--- src/bufifo_pkg.sv ---
// Shared types and constants for the bounded unique FIFO.
`timescale 1ns / 1ps

package bufifo_pkg;

    // Fixed field widths of the result and configuration ports
    localparam int CNT_W  = 5;
    localparam int PICK_W = 16;

    typedef enum logic [1:0] {
        ST_OK    = 2'd0,
        ST_FULL  = 2'd1,
        ST_DUP   = 2'd2,
        ST_EMPTY = 2'd3
    } status_t;

    typedef enum logic [0:0] {
        FUNC_PUT  = 1'b0,
        FUNC_PICK = 1'b1
    } func_t;

    typedef enum logic [1:0] {
        S_IDLE,
        S_PICK,
        S_SCAN
    } state_t;

endpackage

--- src/bounded_unique_fifo.sv ---
// Top level of the bounded FIFO of identifiers with duplicate rejection.
`timescale 1ns / 1ps

// Usage:
//  Input channel (in_valid / in_stall): func selects put (append item_id at
//  the tail) or pick (remove the head). One transfer starts one operation.
//  Output channel (out_valid / out_stall): exactly one result per input
//  transfer: status, picked_id (head on a good pick, else 0) and occupancy
//  after the operation.
//  Configuration: cfg_we / cfg_wdata write the capacity register (reset 16);
//  the effective capacity is the smaller of capacity and DEPTH.
//  Timing, from input transfer edge to result loaded in the output register:
//   - put refused full, pick on empty: same edge;
//   - pick, put into an empty queue: the next edge (one read or one write);
//   - put into a non-empty queue: set by the duplicate scan, which reads
//     one stored identifier per cycle from the single read port of the
//     slot memory, then writes the tail on the last compare cycle.
//  One operation is in flight at a time; the next transfer is taken
//  only after the result has loaded.
//  Reset clears head, tail, count, the state machine and the output valid;
//  slot contents are not cleared, since only held entries are ever read.
//  While the receiver stalls, the result holds and no new input is taken.
module bounded_unique_fifo #(
    parameter int DEPTH   = 16,
    parameter int ID_BITS = 16
) (
    input  logic                          clk,
    input  logic                          rst_n,
    // configuration
    input  logic                          cfg_we,
    input  logic [bufifo_pkg::CNT_W-1:0]  cfg_wdata,
    // input channel
    input  logic                          in_valid,
    output logic                          in_stall,
    input  logic                          func,
    input  logic [ID_BITS-1:0]            item_id,
    // output channel
    output logic                          out_valid,
    input  logic                          out_stall,
    output logic [1:0]                    status,
    output logic [bufifo_pkg::PICK_W-1:0] picked_id,
    output logic [bufifo_pkg::CNT_W-1:0]  occupancy
);

    localparam int AW = (DEPTH > 1) ? $clog2(DEPTH) : 1;
    localparam int CW = bufifo_pkg::CNT_W;
    // count can never exceed the 5-bit capacity nor DEPTH
    localparam logic [CW-1:0] DEPTH_CAP = CW'((DEPTH > 31) ? 31 : DEPTH);
    localparam logic [AW-1:0] LAST_SLOT = AW'(DEPTH - 1);

    // slot memory, one write and one registered read port
    logic [ID_BITS-1:0] mem [DEPTH];
    logic [ID_BITS-1:0] rd_data_reg;
    logic               rd_en;
    logic [AW-1:0]      rd_addr;
    logic               wr_en;

    // control state
    bufifo_pkg::state_t state_reg, state_next;
    logic [AW-1:0]      head_reg, head_next;
    logic [AW-1:0]      tail_reg, tail_next;
    logic [CW-1:0]      count_reg, count_next;
    logic [AW-1:0]      scan_ptr_reg, scan_ptr_next;
    logic [CW-1:0]      left_reg, left_next;
    logic               rd_vld_reg, rd_vld_next;
    logic [CW-1:0]      cap_reg;

    // operation being worked on
    logic [ID_BITS-1:0] id_reg, id_next;

    // output register
    logic                          out_valid_reg, out_valid_next;
    logic [1:0]                    status_reg, status_next;
    logic [bufifo_pkg::PICK_W-1:0] picked_reg, picked_next;
    logic [CW-1:0]                 occ_reg, occ_next;

    logic          out_free;
    logic          in_xfer;
    logic [CW-1:0] cap_eff;
    logic          match;

    function automatic logic [AW-1:0] wrap_inc(input logic [AW-1:0] p);
        return (p == LAST_SLOT) ? '0 : p + 1'b1;
    endfunction

    assign out_free = !out_valid_reg || !out_stall;
    assign in_stall = !((state_reg == bufifo_pkg::S_IDLE) && out_free);
    assign in_xfer  = in_valid && !in_stall;
    assign cap_eff  = (cap_reg < DEPTH_CAP) ? cap_reg : DEPTH_CAP;
    assign match    = rd_vld_reg && (rd_data_reg == id_reg);

    always_ff @(posedge clk or negedge rst_n)
    begin
        if (!rst_n)
        begin
            cap_reg <= CW'(16);
        end
        else if (cfg_we)
        begin
            cap_reg <= cfg_wdata;
        end
    end

    always_ff @(posedge clk)
    begin
        if (wr_en)
        begin
            mem[tail_reg] <= id_reg;
        end
        if (rd_en)
        begin
            rd_data_reg <= mem[rd_addr];
        end
    end

    always_ff @(posedge clk or negedge rst_n)
    begin
        if (!rst_n)
        begin
            state_reg     <= bufifo_pkg::S_IDLE;
            head_reg      <= '0;
            tail_reg      <= '0;
            count_reg     <= '0;
            scan_ptr_reg  <= '0;
            left_reg      <= '0;
            rd_vld_reg    <= 1'b0;
            out_valid_reg <= 1'b0;
        end
        else
        begin
            state_reg     <= state_next;
            head_reg      <= head_next;
            tail_reg      <= tail_next;
            count_reg     <= count_next;
            scan_ptr_reg  <= scan_ptr_next;
            left_reg      <= left_next;
            rd_vld_reg    <= rd_vld_next;
            out_valid_reg <= out_valid_next;
        end
    end

    // payload registers
    always_ff @(posedge clk)
    begin
        id_reg     <= id_next;
        status_reg <= status_next;
        picked_reg <= picked_next;
        occ_reg    <= occ_next;
    end

    always_comb
    begin
        state_next     = state_reg;
        head_next      = head_reg;
        tail_next      = tail_reg;
        count_next     = count_reg;
        scan_ptr_next  = scan_ptr_reg;
        left_next      = left_reg;
        rd_vld_next    = 1'b0;
        id_next        = id_reg;
        out_valid_next = out_valid_reg && out_stall;
        status_next    = status_reg;
        picked_next    = picked_reg;
        occ_next       = occ_reg;
        rd_en          = 1'b0;
        rd_addr        = head_reg;
        wr_en          = 1'b0;

        case (state_reg)
            bufifo_pkg::S_IDLE:
            begin
                if (in_xfer)
                begin
                    id_next = item_id;
                    if (func == bufifo_pkg::FUNC_PICK)
                    begin
                        if (count_reg == '0)
                        begin
                            out_valid_next = 1'b1;
                            status_next    = bufifo_pkg::ST_EMPTY;
                            picked_next    = '0;
                            occ_next       = count_reg;
                        end
                        else
                        begin
                            rd_en      = 1'b1;
                            state_next = bufifo_pkg::S_PICK;
                        end
                    end
                    else if (count_reg >= cap_eff)
                    begin
                        out_valid_next = 1'b1;
                        status_next    = bufifo_pkg::ST_FULL;
                        picked_next    = '0;
                        occ_next       = count_reg;
                    end
                    else if (count_reg == '0)
                    begin
                        // nothing to compare against: the scan state writes without a read
                        left_next  = '0;
                        state_next = bufifo_pkg::S_SCAN;
                    end
                    else
                    begin
                        // first scan read at head
                        rd_en         = 1'b1;
                        rd_vld_next   = 1'b1;
                        scan_ptr_next = wrap_inc(head_reg);
                        left_next     = count_reg - 1'b1;
                        state_next    = bufifo_pkg::S_SCAN;
                    end
                end
            end

            bufifo_pkg::S_PICK:
            begin
                head_next      = wrap_inc(head_reg);
                count_next     = count_reg - 1'b1;
                out_valid_next = 1'b1;
                status_next    = bufifo_pkg::ST_OK;
                picked_next    = bufifo_pkg::PICK_W'(rd_data_reg);
                occ_next       = count_reg - 1'b1;
                state_next     = bufifo_pkg::S_IDLE;
            end

            bufifo_pkg::S_SCAN:
            begin
                if (match)
                begin
                    out_valid_next = 1'b1;
                    status_next    = bufifo_pkg::ST_DUP;
                    picked_next    = '0;
                    occ_next       = count_reg;
                    state_next     = bufifo_pkg::S_IDLE;
                end
                else if (left_reg != '0)
                begin
                    // keep one read in flight while comparing the last
                    rd_en         = 1'b1;
                    rd_addr       = scan_ptr_reg;
                    rd_vld_next   = 1'b1;
                    scan_ptr_next = wrap_inc(scan_ptr_reg);
                    left_next     = left_reg - 1'b1;
                end
                else
                begin
                    // last compare clean: append at tail
                    wr_en          = 1'b1;
                    tail_next      = wrap_inc(tail_reg);
                    count_next     = count_reg + 1'b1;
                    out_valid_next = 1'b1;
                    status_next    = bufifo_pkg::ST_OK;
                    picked_next    = '0;
                    occ_next       = count_reg + 1'b1;
                    state_next     = bufifo_pkg::S_IDLE;
                end
            end

            default:
            begin
                state_next = bufifo_pkg::S_IDLE;
            end
        endcase
    end

    assign out_valid = out_valid_reg;
    assign status    = status_reg;
    assign picked_id = picked_reg;
    assign occupancy = occ_reg;

endmodule

--- config.mk ---
export PLATFORM = sky130hd
export DESIGN_NAME = bounded_unique_fifo
export DESIGN_NICKNAME = d
export VERILOG_FILES = /design/src/bufifo_pkg.sv /design/src/bounded_unique_fifo.sv
export SDC_FILE = /design/constraint.sdc
export NUM_CORES = 1
export LEC_CHECK = 0
export BUFFER_PORTS_ARGS = -buffer_cell sky130_fd_sc_hd__buf_4
export CORE_ASPECT_RATIO = 1.4
export CORE_MARGIN = 2
export CORE_UTILIZATION = 31
export DETAILED_ROUTE_END_ITERATION = 6
export SETUP_SLACK_MARGIN = 0.02
export SLEW_MARGIN = 20
export SYNTH_ARGS = -nofsm -noshare
export SYNTH_HDL_FRONTEND = slang
export SYNTH_SLANG_ARGS = --single-unit
export TNS_END_PERCENT = 10
--- constraint.sdc ---
create_clock -name clk -period 4.55 [get_ports clk]
set_clock_uncertainty 0.2 [all_clocks]
set_input_delay 0.91 -clock clk [delete_from_list [all_inputs] [get_ports clk]]
set_output_delay 0.91 -clock clk [all_outputs]
set_load 0.01 [all_outputs]
After elaboration in Yosys (flattened, before gate mapping) --
Memory sizes are Yosys's and may differ from the RTL's. A register that Yosys moved wholly into a read port is not among the register bits. Index checks and enable logic that the tools add are counted.
Cells by class: magnitude comparators 2, reductions and logical operators 21, eq/ne operators 18, multiplexer cells 72, bitwise operators 2, add/subtract/negate cells 6
Operators by type and width (number):
- two-way mux 16 bit | 6
- two-way mux 5 bit | 14
- two-way mux 4 bit | 12
- case mux 16 bit (3 select lines) | 1
- two-way mux 2 bit | 11
- case mux 5 bit (2 select lines) | 2
- two-way mux 1 bit | 19
- == test 16 bit | 1
- case mux 5 bit (3 select lines) | 1
- != test 2 bit, second input constant | 7
- adder 4 x 1 -> 4 bit, second input constant | 3
- == test 4 bit, second input constant | 3
- subtractor 5 x 1 -> 5 bit, second input constant | 2
- != test 3 bit, second input constant | 3
- case mux 4 bit (2 select lines) | 1
- AND reduction 7 bit | 1
- != test 3 x 2 -> 1 bit, second input constant | 2
- case mux 2 bit (3 select lines) | 1
- AND reduction 3 bit | 2
- AND reduction 6 bit | 1
- adder 5 x 1 -> 5 bit, second input constant | 1
- greater-or-equal comparator 5 bit | 1
- logical NOT 5 bit | 1
- less-than comparator 5 bit, second input constant | 1
- other kinds (16) | 24
Word-level totals: RAM bits 256, output and inout bits 25, logic and storage cells 135, bits in registers 70, memories kept 1
Memory list:
- mem | words 16, width 16, rd ports 1, clocked after memory_dff 1, wr ports 1, line bounded_unique_fifo.sv:52 | logic [ID_BITS-1:0] mem [DEPTH];

Depth between registers and ports, before layout --
Gate-level depths: netlist of run 1.
word-level depth 7, gate-level depth with buffers 11, depth with buffers taken out 10

Worst setup path after synthesis of run 1 --
No wires, ideal clock.
path type input port to flip-flop, start in out_stall, end reg occ_reg[0], in the netlist occupancy[0], enable pin, arrival 3500 ps, path buffers 0, required time 3908 ps, slack 409 ps, library setup time 442 ps, stages 4, cells stage by stage nand2_1 and3_1 nand2_1 a221oi_1
Between the ends: word-level cells in the longest chain between the ends 6
RTL lines:
- from (decl) | line bounded_unique_fifo.sv:39 | input logic out_stall,
- logical NOT 1 bit | line bounded_unique_fifo.sv:86 | assign out_free = !out_valid_reg || !out_stall;
- logical OR 1 bit | line bounded_unique_fifo.sv:86
- logical AND 1 bit | line bounded_unique_fifo.sv:87 | assign in_stall = !((state_reg == bufifo_pkg::S_IDLE) && out_free);
- logical AND 1 bit | line bounded_unique_fifo.sv:88 | assign in_xfer = in_valid && !in_stall;
- != test 2 bit (no source line)
- AND reduction 5 bit (no source line)
- to (signal assigned) | line bounded_unique_fifo.sv:148 | occ_reg <= occ_next;
- to (decl) | line bounded_unique_fifo.sv:75 | logic [CW-1:0] occ_reg, occ_next;
Every way passes these cells. A chain may end at the register's enable or synchronous reset.

Worst setup path after layout of run 1 --
start reg id_reg[8], end reg rd_data_reg[8] (read register of mem) (data pin)
Between the ends: word-level cells in the longest chain between the ends 4
RTL lines:
- from (decl) | line bounded_unique_fifo.sv:69 | logic [ID_BITS-1:0] id_reg, id_next;
- from (signal assigned) | line bounded_unique_fifo.sv:145 | id_reg <= id_next;
- == test 16 bit (*) | line bounded_unique_fifo.sv:90 | assign match = rd_vld_reg && (rd_data_reg == id_reg);
- logical AND 1 bit (*) | line bounded_unique_fifo.sv:90
- two-way mux 1 bit / two-way mux 4 bit (equally long branches) | line bounded_unique_fifo.sv:228 | if (match)
- case mux 1 bit (2 select lines) / two-way mux 4 bit (equally long branches) | line bounded_unique_fifo.sv:169 | case (state_reg)
- to (decl) | line bounded_unique_fifo.sv:53 | logic [ID_BITS-1:0] rd_data_reg;
Every way passes the cells marked *; elsewhere a longest branch is shown, timed or not.

==> run metrics, run 1 <==
worst flop-to-flop path startpoint id_reg[8]; Filler cells approximately 4200; Routed WL per cell 21.4 µm; CP Capture Point rd_data_reg[8]; CP Depth 10; Worst Setup End Kind flip-flop; crit share post-route 87.5%; status finished clean; max_slew headroom 47.6%; CP Launch Type flip-flop; largest net degree at the start of global routing 37; simple-gate share of the synthesized area approximately 6.9%; pwr dens around 630 nW/µm²; largest family of logic cells by synthesized area multiplexers; mean area per synthesized cell roughly 16 µm²; Synth Register Bits 342; die height 258 µm; dominant cell type by area after synthesis edfxtp_1; vias in the first global route around 8000; hpwl dp approximately 20000 µm; slowest cell delay on critical path 0.58 ns; Cell Rows 92; Pins Over Slew Limit 0; First-pass DRT Iterations 5; gpl congestion 0.836; Via density 5.04; Psw roughly 3.5 mW; CTS Hold Bufs 0; Yosys warning count 0; # diodes 0; Critical path buffers and inverters 2; Final setup violation count 0; crit path from id_reg[8]; Hold Path Class input pin to async pin; ys flop type edfxtp_1; Final min period 3.98 ns; met3 GRT Util 2.78%; Final Hold Violating Endpoints 0; Int Power 7.06 mW; Cells after Synth between 800 and 900; postcts setup bufs 0; CTS Sinks roughly 340; Area Overhead vs Synth 16.6%; DRT iter0 DRCs ~400; Setup TNS 0 ns; ranking of synthesized cells by area edfxtp_1 (66%), mux2i_1 (9.6%), dfrtp_1 (5.3%); GRT busiest layer met2; CP Data Required Time roughly 4.6 ns; initial core utilization 31.5%; Static Leak 6.04 nW; Post-synth EDFFs 311; Adder-Cell Fraction of Synth Area 1.76%; Power Total around 11 mW; clk slew on worst S/H paths 0.06 ns; kind of cell adding the most delay to the critical path simple AND/OR/NAND/NOR gates; max-cap violations 0; crit path DAT 4.02 ns; Slew @ Worst Pin 0.786 ns; top cell type's share of synthesized area 65.6%; Final #Nets around 1000; Worst R2R End rd_data_reg[8]; CTS resizes 0; met2 GRT Util about a quarter; mux share of post-synthesis cell area 10.3%; global-route wire length before repair around 51000 µm; Max Clk Rate 0.251 GHz; Biggest register mem; Die Area ~48000 µm²; Clk pwr share 26.3%; crit path cell chain xnor2_1 > nand4_1 > nor4_4 > a21oi_4 > a31oi_4 > buf_4 > buf_12 > mux2i_1 > o22ai_1 > or4_1; post-synthesis sequential area ratio 71.0%; Max VDD drop 0.444 mV; Reg2Reg Setup Slack 0.57 ns; DRC 0; H-tree depth 2; Final ANT Viol Nets 0; clock latency on the worst-skew pair 0.51 ns; Ports 52; RSZ-0062 raised after global routing false; FFs w/ async S/R, synth a little under a tenth; reg2reg path depth 10; DRT Wirelength roughly 35000 µm; register share of total power 42.4%; total track usage 14.6%; Chip Width between 150 and 200 µm; routed vias 8138; core box area between 40000 and 50000 µm²; CP max FO 36; initial antenna violation count 0; CTS tree built; synth unique cells 62; post-synthesis compound-gate area fraction 6.30%; Port Buffer Count 51; post-synthesis xor/xnor area fraction 1.54%; post-synth net total 939; worst setup path class flip-flop to flip-flop; Largest register FFs about 260; fraction of layout cells with a size suffix above 1 about 16%; synthesized cell area 14200 µm²; GR Util met1 18.0%; slowest CP cell edfxtp_1; Max clock buf depth 3; Net Sw Frac 32.8%; TritonCTS Buffers 36; clk root buf clkbuf_16; overflow left after global routing 0; Comb pwr share 31.3%
cell families after synthesis:
logic type               count (synthesis)
adder cells (fa/ha/maj)                 20
AND/OR/NAND/NOR                        170
buffers and inverters                   58
flip-flops                             342
multiplexers                           145
XOR/XNOR                                25
AO/OA/AOI/OAI                          132
metal layers:
metal / share of wire, % / vias up
met2: 50 / 268
met1: 41 / 4142
met3: 5.8 / 77
li1: - / 3651
met4: 3.6 / 0
met5: 0 / -
final cells by class:
cell class	instances	area, µm²	area share (%)
Timing Repair Buffer	89	706	4.25
Multi-Input combinational cell	492	3850	23.2
Clock buffer	46	938	5.65
Tap cell	611	764	4.60
Inverter	19	71.3	0.429
Sequential cell	342	10100	60.9
Clock inverter	15	165	0.994
worst min-delay path by stage:
stage                          start      endpoint  slack, ns  cells past startpoint
after floorplan           cap_reg[0]    cap_reg[0]       0.27                      1
after global placement    cap_reg[0]    cap_reg[0]       0.30                      1
after detailed placement  cap_reg[2]    cap_reg[2]       0.30                      1
after CTS                      rst_n    rd_vld_reg       0.15                      1
after global routing           rst_n    rd_vld_reg       0.18                      1
final                          rst_n  state_reg[1]       0.15                      1
power groups by stage:
stage | registers [mW] | clock network (mW) | logic, mW
after detailed placement | 4.52 | 0 | 3.30
after global routing | 4.52 | 2.95 | 3.55
final | 4.46 | 2.76 | 3.29
after floorplan | 4.36 | 0 | 2.34
after global placement | 4.52 | 0 | 3.25
after CTS | 4.47 | 2.83 | 3.32
synthesized netlist by cell type, types with 12 or more instances:
library cell and count:
edfxtp_1 311, mux2i_1 137, o22ai_1 68, nand2_1 41
dfrtp_1 30, and2_1 29, ha_1 20, nor2_1 20
o21ai_0 20, inv_1 18, xnor2_1 18, clkbuf_1 16
or4_1 16, nand3_1 15, a21oi_1 12
metrics by stage:
stage	instance area [µm²]	setup WS (ns)	hold slack (ns)	cells	util, %
2_1_floorplan	14200	0.409	0.273	892	-
3_3_place_gp	15500	0.708	0.295	1553	34.3
3_5_place_dp	15500	0.658	0.301	1553	34.3
4_1_cts	16600	0.595	0.148	1614	36.7
5_1_grt	16600	0.289	0.177	1614	36.7
6_report	16600	0.568	0.153	1614	36.7
cells in the final DEF (no fill, tap or decap), types with 2 or more instances in the layout:
cell type	Yosys	routed
nand3_1	15	15
o21ai_0	20	19
bufinv_16	0	3
nor3b_1	4	4
dfrtp_1	30	30
nand4_1	7	7
clkinv_1	1	7
a31oi_4	3	4
nand2_1	41	41
buf_12	0	3
clkinv_2	0	2
o211ai_1	2	2
buf_4	6	86
o22ai_1	68	68
a22oi_1	2	2
inv_1	18	18
nand3b_1	6	6
nand2b_1	3	3
mux2i_2	1	3
ha_1	20	20
a311oi_1	2	2
or4_1	16	16
and2_1	29	29
o221ai_1	3	3
clkbuf_16	0	36
nor3_1	8	8
inv_6	0	2
xnor2_1	18	18
edfxtp_1	311	311
mux2i_1	137	135
nor2b_1	2	2
a21o_1	3	3
a21oi_1	12	12
xor2_1	7	7
and3_1	9	9
clkbuf_1	16	10
a211oi_1	2	2
nor2_1	20	20
mux2_2	6	6
No activity file was read; power rests on OpenSTA's default activity.
==> run 2, diff against run 1 <==
--- a/config.mk
+++ b/config.mk
@@ -6,7 +6,8 @@
 export NUM_CORES = 1
 export LEC_CHECK = 0
 export BUFFER_PORTS_ARGS = -buffer_cell sky130_fd_sc_hd__buf_4
-export CORE_ASPECT_RATIO = 1.4
+export CAP_MARGIN = 20
+export CORE_ASPECT_RATIO = 1.2
 export CORE_MARGIN = 2
 export CORE_UTILIZATION = 31
 export DETAILED_ROUTE_END_ITERATION = 6
==> run 2 against run 1 <==
  * Critical path type unchanged
  * Sequential share of layout area is 0.76 points lower
  * Die area hardly changed
  * First-iteration DRC count is 35% higher
  * Cell area is 1.3% higher
  * Flip-flop and latch count stayed put
  * Worst hold slack worse by 0.034 ns
  * Critical endpoint is now rd_data_reg[4]
  * Critical path depth is 1 lower
  * Sequential power is 1% lower
  * Register-to-register slack better by 0.14 ns
  * Cell count is 1.2% higher
  * Setup slack better by 0.14 ns
==> run metrics, run 2 (same netlist as run 1, synthesis figures left out) <==
Power Total between 10 and 15 mW; Net Sw Frac around 33%; Max Clk Rate roughly 0.26 GHz; Biggest register mem; Hold Path Class input pin to async pin; Final setup violation count 0; PnR worst setup slack 0.709 ns; CP Launch Type flip-flop; GR Util met1 19.4%; Area Overhead vs Synth 18.1%; Largest register FFs about 260; Max clock buf depth 3; DRT Wirelength between 30000 and 40000 µm; register share of total power between 40% and 50%; Final ANT Viol Nets 0; Max VDD drop 0.299 mV; CTS tree built; Psw around 3.5 mW; clk root buf clkbuf_16; Setup TNS 0 ns; pwr dens between 600 and 700 nW/µm²; met3 GRT Util 2.50%; Comb pwr share 31.3%; slowest CP cell edfxtp_1; CTS Sinks 342; met2 GRT Util approximately 24%; worst flop-to-flop path startpoint id_reg[13]; worst setup path class flip-flop to flip-flop; Worst Setup End Kind flip-flop; hpwl dp between 20000 and 25000 µm; hold_ws 0.119 ns; GRT busiest layer met2; crit path DAT 3.90 ns; total track usage between 10% and 20%; kind of cell adding the most delay to the critical path simple AND/OR/NAND/NOR gates; RSZ-0062 raised after global routing false; Critical path buffers and inverters 2; die height 239 µm; First-pass DRT Iterations 5; H-tree depth 2; CP Data Required Time about 4.6 ns; Port Buffer Count 51; Ports 52; Pins Over Slew Limit 0; Slew @ Worst Pin 0.773 ns; vias in the first global route approximately 8000; Clk pwr share 27.7%; CTS resizes 0; global-route wire length before repair 50900 µm; TritonCTS Buffers 37; routed vias 8029; commonest cells after routing, fill and taps aside edfxtp_1 (311), mux2i_1 (135), buf_4 (93), o22ai_1 (68), nand2_1 (41); max_slew headroom between 40 and 50%; overflow left after global routing 0; max-cap violations 0; fraction of layout cells with a size suffix above 1 ~17%; DRT iter0 DRCs 525; Cell Rows 86; CTS Hold Bufs 0; Via density 4.91; largest net degree at the start of global routing 43; gpl congestion 0.833; Worst R2R End rd_data_reg[4]; Die Area 47700 µm²; crit path cell chain xor2_1 > nor3_2 > a21oi_4 > a31oi_4 > buf_12 > buf_4 > mux2i_1 > o22ai_1 > or4_1; Chip Width 200 µm; Final #Nets about 1000; CP max FO 23; Reg2Reg Setup Slack 0.71 ns; postcts setup bufs 0; Static Leak 6.13 nW; CP Capture Point rd_data_reg[4]; status finished clean; initial antenna violation count 1; core box area 45600 µm²; clock latency on the worst-skew pair 0.53 ns; DRC 0; Int Power 7.24 mW; clk slew on worst S/H paths approximately 0.060 ns; crit share post-route 84.4%; Final min period slightly below 4 ns; Final Hold Violating Endpoints 0; worst slack, placed between 0.7 and 0.8 ns; Routed WL per cell 20.9 µm; reg2reg path depth 9; crit path from id_reg[13]; commonest non-fill, non-tap cell in the layout edfxtp_1; initial core utilization 31.2%; CP Depth 9; slowest cell delay on critical path about 0.59 ns
## run 2: per-layer routing
layer	part of all wire (%)	vias up
met4	2.3	0
met1	43	4074
met5	0	-
met2	49	229
met3	5.2	51
li1	-	3675
## run 2: area by class of cell
class	instances	area, µm²
clock buffer	45	977
sequential	342	10100
multi-input combinational	492	3860
clock inverter	21	231
tap	616	771
timing repair buffer	98	798
antenna	1	2.50
fill	4305	28800
inverter	19	71.3
## run 2: power groups by stage
| stage | clock [mW] | combinational [mW] | sequential [mW] |
|---|---|---|---|
| after floorplan | 0 | 2.34 | 4.36 |
| after global placement | 0 | 3.33 | 4.47 |
| after detailed placement | 0 | 3.38 | 4.47 |
| after CTS | 3.04 | 3.39 | 4.41 |
| after global routing | 3.16 | 3.66 | 4.45 |
| final | 2.98 | 3.36 | 4.41 |
## run 2: worst reg2reg max path: stages (launching register included)
cell and delay [ns]:
edfxtp_1 0.59, xor2_1 0.27, nor3_2 0.55, a21oi_4 0.27, a31oi_4 0.32, buf_12 0.24, buf_4 0.29, mux2i_1 0.23
o22ai_1 0.09, or4_1 0.53
## run 2: through the flow
| stage | cell area, µm² | util, % | instances |
|---|---|---|---|
| 2_1_floorplan | 14200 | - | 892 |
| 3_3_place_gp | 15600 | 34.2 | 1567 |
| 3_5_place_dp | 15600 | 34.2 | 1567 |
| 4_1_cts | 16800 | 36.9 | 1633 |
| 5_1_grt | 16800 | 36.9 | 1633 |
| 6_report | 16800 | 36.9 | 1634 |
## run 2: worst min-delay path by stage
stage                  end
2_1_floorplan   cap_reg[0]
3_3_place_gp     mem[5][5]
3_5_place_dp    cap_reg[0]
4_1_cts        left_reg[2]
5_1_grt          out_valid
6_report         out_valid
